$ cat src/sv/sspw_pkg.sv
// shared constants, types and the sinc numerator table for the sinc splat weight block
// no dependencies
package sspw_pkg;

  localparam int MAX_DIM       = 4096;
  localparam int TAP_CAP       = 128;
  localparam int POS_FRAC_BITS = 8;
  localparam int FRAC_N        = 1 << POS_FRAC_BITS;

  localparam int DIM_W  = 13;
  localparam int POS_W  = 20;
  localparam int PIX_W  = 12;
  localparam int FLUX_W = 32;
  localparam int INT_W  = POS_W - POS_FRAC_BITS;
  localparam int K_W    = INT_W + 2;
  localparam int D_W    = K_W + POS_FRAC_BITS;
  localparam int T_W    = 29;
  localparam int DVD_W  = T_W + POS_FRAC_BITS;
  localparam int AD_W   = 15;
  localparam int W_W    = 31;
  localparam int TAP_W  = 8;
  localparam int MID_W  = 7;

  localparam logic [63:0] Q30_ONE = 64'd1073741824;
  localparam logic [63:0] PI_Q30  = 64'd3373259426;
  localparam logic [63:0] PI_Q28  = 64'd843314857;
  localparam logic [W_W-1:0] W_ONE = W_W'(1) << 30;

  typedef enum logic [0:0] {
    CFG_WIDTH  = 1'b0,
    CFG_HEIGHT = 1'b1
  } cfg_idx_t;

  typedef struct packed {
    logic             inwin;
    logic             fz;
    logic             kz;
    logic             neg;
    logic [AD_W-1:0]  ad;
    logic [DVD_W-1:0] dvd;
  } axis_t;

  typedef struct packed {
    logic              v;
    logic              win;
    logic [FLUX_W-1:0] fm;
    logic              nf;
    logic              fzx;
    logic              kzx;
    logic              negx;
    logic              fzy;
    logic              kzy;
    logic              negy;
  } side_t;

  typedef logic [T_W-1:0] t_tab_t [FRAC_N];

  // sin(pi f)/pi in q30 for one fraction code
  function automatic logic [T_W-1:0] calc_t(input int unsigned fr);
    logic [63:0] g;
    logic [63:0] x;
    logic [63:0] x2;
    logic [63:0] h;
    logic [63:0] p;
    logic [63:0] t;
    g  = (fr <= FRAC_N / 2) ? 64'(fr) : 64'(FRAC_N - fr);
    x  = (PI_Q30 * g) >> POS_FRAC_BITS;
    x2 = (x * x) >> 30;
    h  = Q30_ONE - x2 / 64'd110;
    p  = ((x2 * h) >> 30) / 64'd72;
    h  = (p >= Q30_ONE) ? 64'd0 : Q30_ONE - p;
    p  = ((x2 * h) >> 30) / 64'd42;
    h  = (p >= Q30_ONE) ? 64'd0 : Q30_ONE - p;
    p  = ((x2 * h) >> 30) / 64'd20;
    h  = (p >= Q30_ONE) ? 64'd0 : Q30_ONE - p;
    p  = ((x2 * h) >> 30) / 64'd6;
    h  = (p >= Q30_ONE) ? 64'd0 : Q30_ONE - p;
    h  = (x * h) >> 30;
    if (h > Q30_ONE) h = Q30_ONE;
    t  = (h << 28) / PI_Q28;
    return t[T_W-1:0];
  endfunction

  function automatic t_tab_t build_t_tab();
    t_tab_t tab;
    for (int i = 0; i < FRAC_N; i++) tab[i] = calc_t(i);
    return tab;
  endfunction

  localparam t_tab_t T_TAB = build_t_tab();

endpackage

$ cat src/sv/sspw_div.sv
// pipelined restoring divider, one quotient bit per stage
// depends on sspw_pkg
module sspw_div import sspw_pkg::*; (
  input  logic             clk,
  input  logic             en,
  input  logic [DVD_W-1:0] dvd,
  input  logic [AD_W-1:0]  dvs,
  output logic [DVD_W-1:0] quo
);

  logic [AD_W-1:0]  r_r   [DVD_W];
  logic [DVD_W-1:0] q_r   [DVD_W];
  logic [AD_W-1:0]  d_r   [DVD_W];
  logic [AD_W-1:0]  r_nxt [DVD_W];
  logic [DVD_W-1:0] q_nxt [DVD_W];
  logic [AD_W-1:0]  d_nxt [DVD_W];

  always_comb begin
    logic [AD_W-1:0]  rin;
    logic [DVD_W-1:0] qin;
    logic [AD_W-1:0]  din;
    logic [AD_W:0]    tt;
    logic [AD_W:0]    df;
    for (int j = 0; j < DVD_W; j++) begin
      if (j == 0) begin
        rin = '0;
        qin = dvd;
        din = dvs;
      end else begin
        rin = r_r[j-1];
        qin = q_r[j-1];
        din = d_r[j-1];
      end
      tt = {rin, qin[DVD_W-1]};
      df = tt - {1'b0, din};
      if (tt >= {1'b0, din}) begin
        r_nxt[j] = df[AD_W-1:0];
        q_nxt[j] = {qin[DVD_W-2:0], 1'b1};
      end else begin
        r_nxt[j] = tt[AD_W-1:0];
        q_nxt[j] = {qin[DVD_W-2:0], 1'b0};
      end
      d_nxt[j] = din;
    end
  end

  always_ff @(posedge clk) begin
    if (en) begin
      for (int j = 0; j < DVD_W; j++) begin
        r_r[j] <= r_nxt[j];
        q_r[j] <= q_nxt[j];
        d_r[j] <= d_nxt[j];
      end
    end
  end

  assign quo = q_r[DVD_W-1];

endmodule

$ cat config.mk
export PLATFORM = sky130hd
export DESIGN_NAME = sspw_div
export DESIGN_NICKNAME = d
export VERILOG_FILES = /design/src/sv/sspw_pkg.sv /design/src/sv/sspw_div.sv
export SDC_FILE = /design/constraint.sdc
export NUM_CORES = 2
export LEC_CHECK = 0
export BUFFER_PORTS_ARGS = -buffer_cell sky130_fd_sc_hd__buf_2
export CAP_MARGIN = 20
export CORE_AREA = 10 10 455 457
export CTS_BUF_LIST = sky130_fd_sc_hd__clkbuf_16
export DETAILED_ROUTE_END_ITERATION = 10
export DIE_AREA = 0 0 465 467
export PLACE_DENSITY = 0.7
export SYNTH_ARGS = -nofsm -noshare
export SYNTH_HDL_FRONTEND = slang
export SYNTH_SLANG_ARGS = --single-unit
$ cat constraint.sdc
create_clock -name clk -period 5.2 [get_ports clk]
set_clock_uncertainty 0.05 [all_clocks]
set_input_delay 0.26 -clock clk [delete_from_list [all_inputs] [get_ports clk]]
set_output_delay 0.26 -clock clk [all_outputs]
set_load 0.02 [all_outputs]
-- After elaboration in Yosys (flattened, before gate mapping)
Memories as Yosys holds them, arrays and structs flattened.
Cells that the tools add are included.
- memories kept: 3
- flip-flop bits (word level): 0
- logic and storage cells: 153
- bits of input ports: 54
- RAM bits: 2479
- output and inout bits: 37
- order comparisons: 37
- $add $sub $neg: 37
- mux-type cells: 76
- memory list (name ; depth ; width ; read ports ; clocked after memory_dff ; write ports ; RTL line ; RTL):
    q_r ; 37 ; 37 ; 37 ; 0 ; 37 ; sspw_div.sv:12 ; logic [DVD_W-1:0] q_r [DVD_W];
    d_r ; 37 ; 15 ; 36 ; 0 ; 37 ; sspw_div.sv:13 ; logic [AD_W-1:0] d_r [DVD_W];
    r_r ; 37 ; 15 ; 36 ; 0 ; 37 ; sspw_div.sv:11 ; logic [AD_W-1:0] r_r [DVD_W];
- operators by type and width (cell ; count):
    16-bit by 15-bit greater-or-equal comparator with 1-bit output ; 36
    15-bit two-way mux ; 37
    15-bit subtractor ; 36
    1-bit two-way mux ; 39
    1-bit by 15-bit greater-or-equal comparator with 1-bit output ; 1
    1-bit by 15-bit subtractor with 15-bit output ; 1

-- Logic depth before layout (Yosys ltp)
- word-level depth: 2
- mapped depth: 12
- mapped depth without buffers: 11

-- Worst setup path before layout
OpenSTA, ideal clock, no wires.
- path kind: register -> register
- start: memory q_r[2][110] in the netlist's numbering
- end: memory r_r[19][8], in the netlist r_r[4][53] (data pin)
- library setup time: 260 ps
- path buffers: 1
- period minus slack after synthesis: 3157 ps
- stages on the path, launching flop included: 12
- data required time: 4890 ps
- data arrival time: 2847 ps
- slack: 2043 ps
- cell sequence: edfxtp_1 -> inv_1 -> ha_1 -> fa_1 -> nor2b_4 -> o21ai_2 -> nand2b_2 -> a221o_1 -> or4b_4 -> a311oi_4 -> buf_8 -> mux2_4
- RTL lines (item ; RTL line):
    from (decl) ; sspw_div.sv:12
    to (decl) ; sspw_div.sv:11

==> results.yml <==
place:
  post-dp-hpwl_microns: 137000
  io_buffers: 90
  routabilityCongestion: 0.883
power:
  power_frac_seq_pct: 40.3
  vdd_drop_max_v: 0.000357
  p_per_area_nw_per_um2: 582
  power.share.switching_pct: 31.2
  intPower_w: 0.0487
  combinationalPowerShare_pct: 33.8
  p_sw_w: 0.0221
  p_leak_nw: 46.7
  power_frac_clock_pct: 25.9
logic_synthesis:
  synth_seq_area_share_pct: 68.0
  syn-mean-instance-area_sq_um: 14.7
  synthArstFlopShare_pct: 0
  yosysWarningCount: 0
  postSynthCellCount: 7353
  synth_cell_types: 86
  syn-num-nets: 7984
  ys_seq_elements: 2449
  yosys_most_used_dff: "edfxtp_1"
  synth_edf_count: 2449
  netlist_area_sq_um: 108000
timing:
  min_period_over_period_pct: 71.3
  worstMarginPinSlew_ps: 955
  final_max_slew_viol_count: 0
  final_hold_viol_count: 0
  period_needed_ps: 3710
  hold_ws_ps: 88.1
  fin_tns_setup_ps: 0
  setup_viol_count_final: 0
  fmax_mhz: 270
  rsz0062_at_grt: "false"
  max_slew_margin_pct: 34.7
critical_path:
  arrival_ps: 4270
  r2r_start: "d_r[5][22]"
  r2r_setup_slack_ps: 1490
  timing.rr.end: "r_r[5][38]"
  worstSetupPathType: "reg -> reg"
  endpoint_kind: "flip-flop"
  worstRegToRegCells: 10
  required_ps: 5760
  start_kind: "flip-flop"
  critPathMaxFanout: 9
floorplanning:
  start_util_pct: 54.5
  die_h_microns: 467
  die_w_microns: 465
  std_cell_rows: 164
  core-area_sq_um: 198000
  io_pins: 91
  die-area_sq_um: 217000
clock_network:
  cts_tree: "done"
  clk_latency_ps: 900
  cts_buffers: 277
  clkSlewWorstSetupHoldPaths_ps: 60
  cts_resized: 0
  htreeDepth: 5
  post-cts-setup-buffers: 0
  cts_num_sinks: 2449
  clock-root-buffer: "clkbuf_16"
  ctsHoldBuffers: 99
  cts_buffer_depth: 4
min_path:
  worstHoldPathType: "in -> reg"
  holdCritStartpoint: "dvs[0]"
  min_to: "d_r[0][0]"
  min_path_cells: 2
finish:
  fillers: 14700
  fin_nets: 8395
  layout_commonest_cell: "edfxtp_1"
  drive_gt1_share_pct: 12.2
  mostFrequentLayoutCells: "edfxtp_1, inv_1, ha_1"
  area_growth_pct: 12.5
detailed_routing:
  first_pass_iters: 6
  wl_per_cell_microns: 18.8
  drc: 0
  initialDrtViolationCount: 4307
  vias_per_cell: 5.56
  detail-route-antenna-nets: 0
  wirelength_microns: 199000
  vias: 59000
global_routing:
  grt_usage_pct: 18.0
  grt_pass1_wl_microns: 316000
  grt_overflow: 0
  antenna_found_initial: 1
  grt_pass1_vias: 58900
  grt_max_degree: 157
status:
  status: "complete, no violations"
flow_run:
  cap_violations: 0
[layout make-up]
class                      instances  area, sq um  share of cell area, %
inverter                         711         2670                   2.19
antenna                            1         2.50                0.00206
timing repair buffer             274         2350                   1.94
multi-input combinational       4051        31200                   25.6
sequential                      2449        73500                   60.5
tap                             2656         3320                   2.73
clock inverter                   177         1350                   1.11
clock buffer                     287         7180                   5.91
[per-layer routing]
| layer | track usage [%] | vias up | wire length [microns] |
|---|---|---|---|
| met5 | 0 | - | 0 |
| met4 | 7.54 | 0 | 8240 |
| met3 | 2.66 | 455 | 7230 |
| met2 | 31.5 | 1218 | 101000 |
| met1 | 22.4 | 28800 | 83100 |
| li1 | - | 28500 | - |
[how the worst max path moves through the flow]
stage	start	to	depth (start not counted)	slack, ps
floorplan	q_r[2][110]	r_r[4][53]	11	2040
global placement	q_r[3][36]	r_r[6][17]	10	1410
detailed placement	q_r[3][36]	r_r[6][20]	10	1350
CTS	q_r[3][36]	r_r[6][20]	10	1330
global route	d_r[0][15]	r_r[0][33]	9	1180
finish	d_r[5][22]	r_r[5][38]	10	1490
[state kept, by name (all words and copies together) (netlist names)]
name  flops
q_r    1369
d_r     540
r_r     540
[cell families after synthesis]
group | Yosys count | share of synthesized area (%)
DFF | 2449 | 68.0
AOI/OAI and AO/OA | 1436 | 8.95
and+or+nand+nor | 1305 | 6.05
buffers and inverters | 853 | 3.16
adders and majority gates | 577 | 6.92
muxes | 406 | 4.23
xor gates and xnor gates | 327 | 2.65
[stage by stage]
stage               area, sq um  power [W]  util [%]  setup slack (ps)  instances
floorplan                108000     0.0464         -              2040       7353
global placement         112000     0.0519      56.4              1410      10000
detailed placement       112000     0.0525      56.4              1350      10000
CTS                      122000     0.0713      61.2              1330      10600
global route             122000     0.0751      61.3              1180      10600
finish                   122000     0.0708      61.3              1490      10600
[Yosys cell counts (12+ instances only)]
library cell | number | share of area (%)
or2_2 | 22 | 0.13
a211o_1 | 31 | 0.25
mux2_2 | 309 | 3.2
nand2b_1 | 84 | 0.49
clkbuf_1 | 80 | 0.28
a21oi_1 | 316 | 1.5
o21bai_1 | 27 | 0.19
a21boi_0 | 28 | 0.19
o211ai_1 | 51 | 0.35
or4_1 | 17 | 0.12
mux2_4 | 24 | 0.33
buf_4 | 38 | 0.26
a21o_1 | 161 | 1.1
a311o_1 | 12 | 0.11
fa_1 | 35 | 0.65
o31a_1 | 35 | 0.28
and3_1 | 24 | 0.14
o31ai_1 | 40 | 0.28
edfxtp_1 | 2449 | 68
xor2_1 | 122 | 0.99
nand4_1 | 74 | 0.43
o311ai_0 | 13 | 0.11
ha_1 | 542 | 6.3
mux2i_1 | 70 | 0.65
a31o_2 | 13 | 0.11
inv_1 | 711 | 2.5
xnor2_1 | 205 | 1.7
nor4_1 | 16 | 0.093
o21ai_0 | 298 | 1.4
a31oi_1 | 55 | 0.32
a311oi_1 | 34 | 0.28
a2111oi_0 | 21 | 0.17
nor3_1 | 79 | 0.37
nand3b_1 | 18 | 0.13
nand2_1 | 250 | 0.87
and2_1 | 37 | 0.21
o41ai_1 | 28 | 0.23
nor2b_1 | 100 | 0.58
a211oi_1 | 56 | 0.39
buf_2 | 14 | 0.065
nand3_1 | 87 | 0.40
o21a_1 | 102 | 0.71
nor2_1 | 399 | 1.4
or3_1 | 43 | 0.25
[critical path, stage by stage, from the launching register on]
cell and delay (ps):
edfxtp_1 360, inv_1 50, ha_1 360, a21oi_1 380
o21ai_0 180, nand2_1 100, a211oi_1 100, or4b_4 540
a311oi_4 660, buf_4 330, mux2_4 310
[power by group through the flow]
stage | clock, W | sequential (W) | combinational, W
4_1_cts | 0.0189 | 0.0286 | 0.0238
3_5_place_dp | 0 | 0.0290 | 0.0235
6_report | 0.0183 | 0.0285 | 0.0239
3_3_place_gp | 0 | 0.0289 | 0.0230
5_1_grt | 0.0197 | 0.0288 | 0.0266
2_1_floorplan | 0 | 0.0279 | 0.0185
Power figures use the tool's default switching activity.
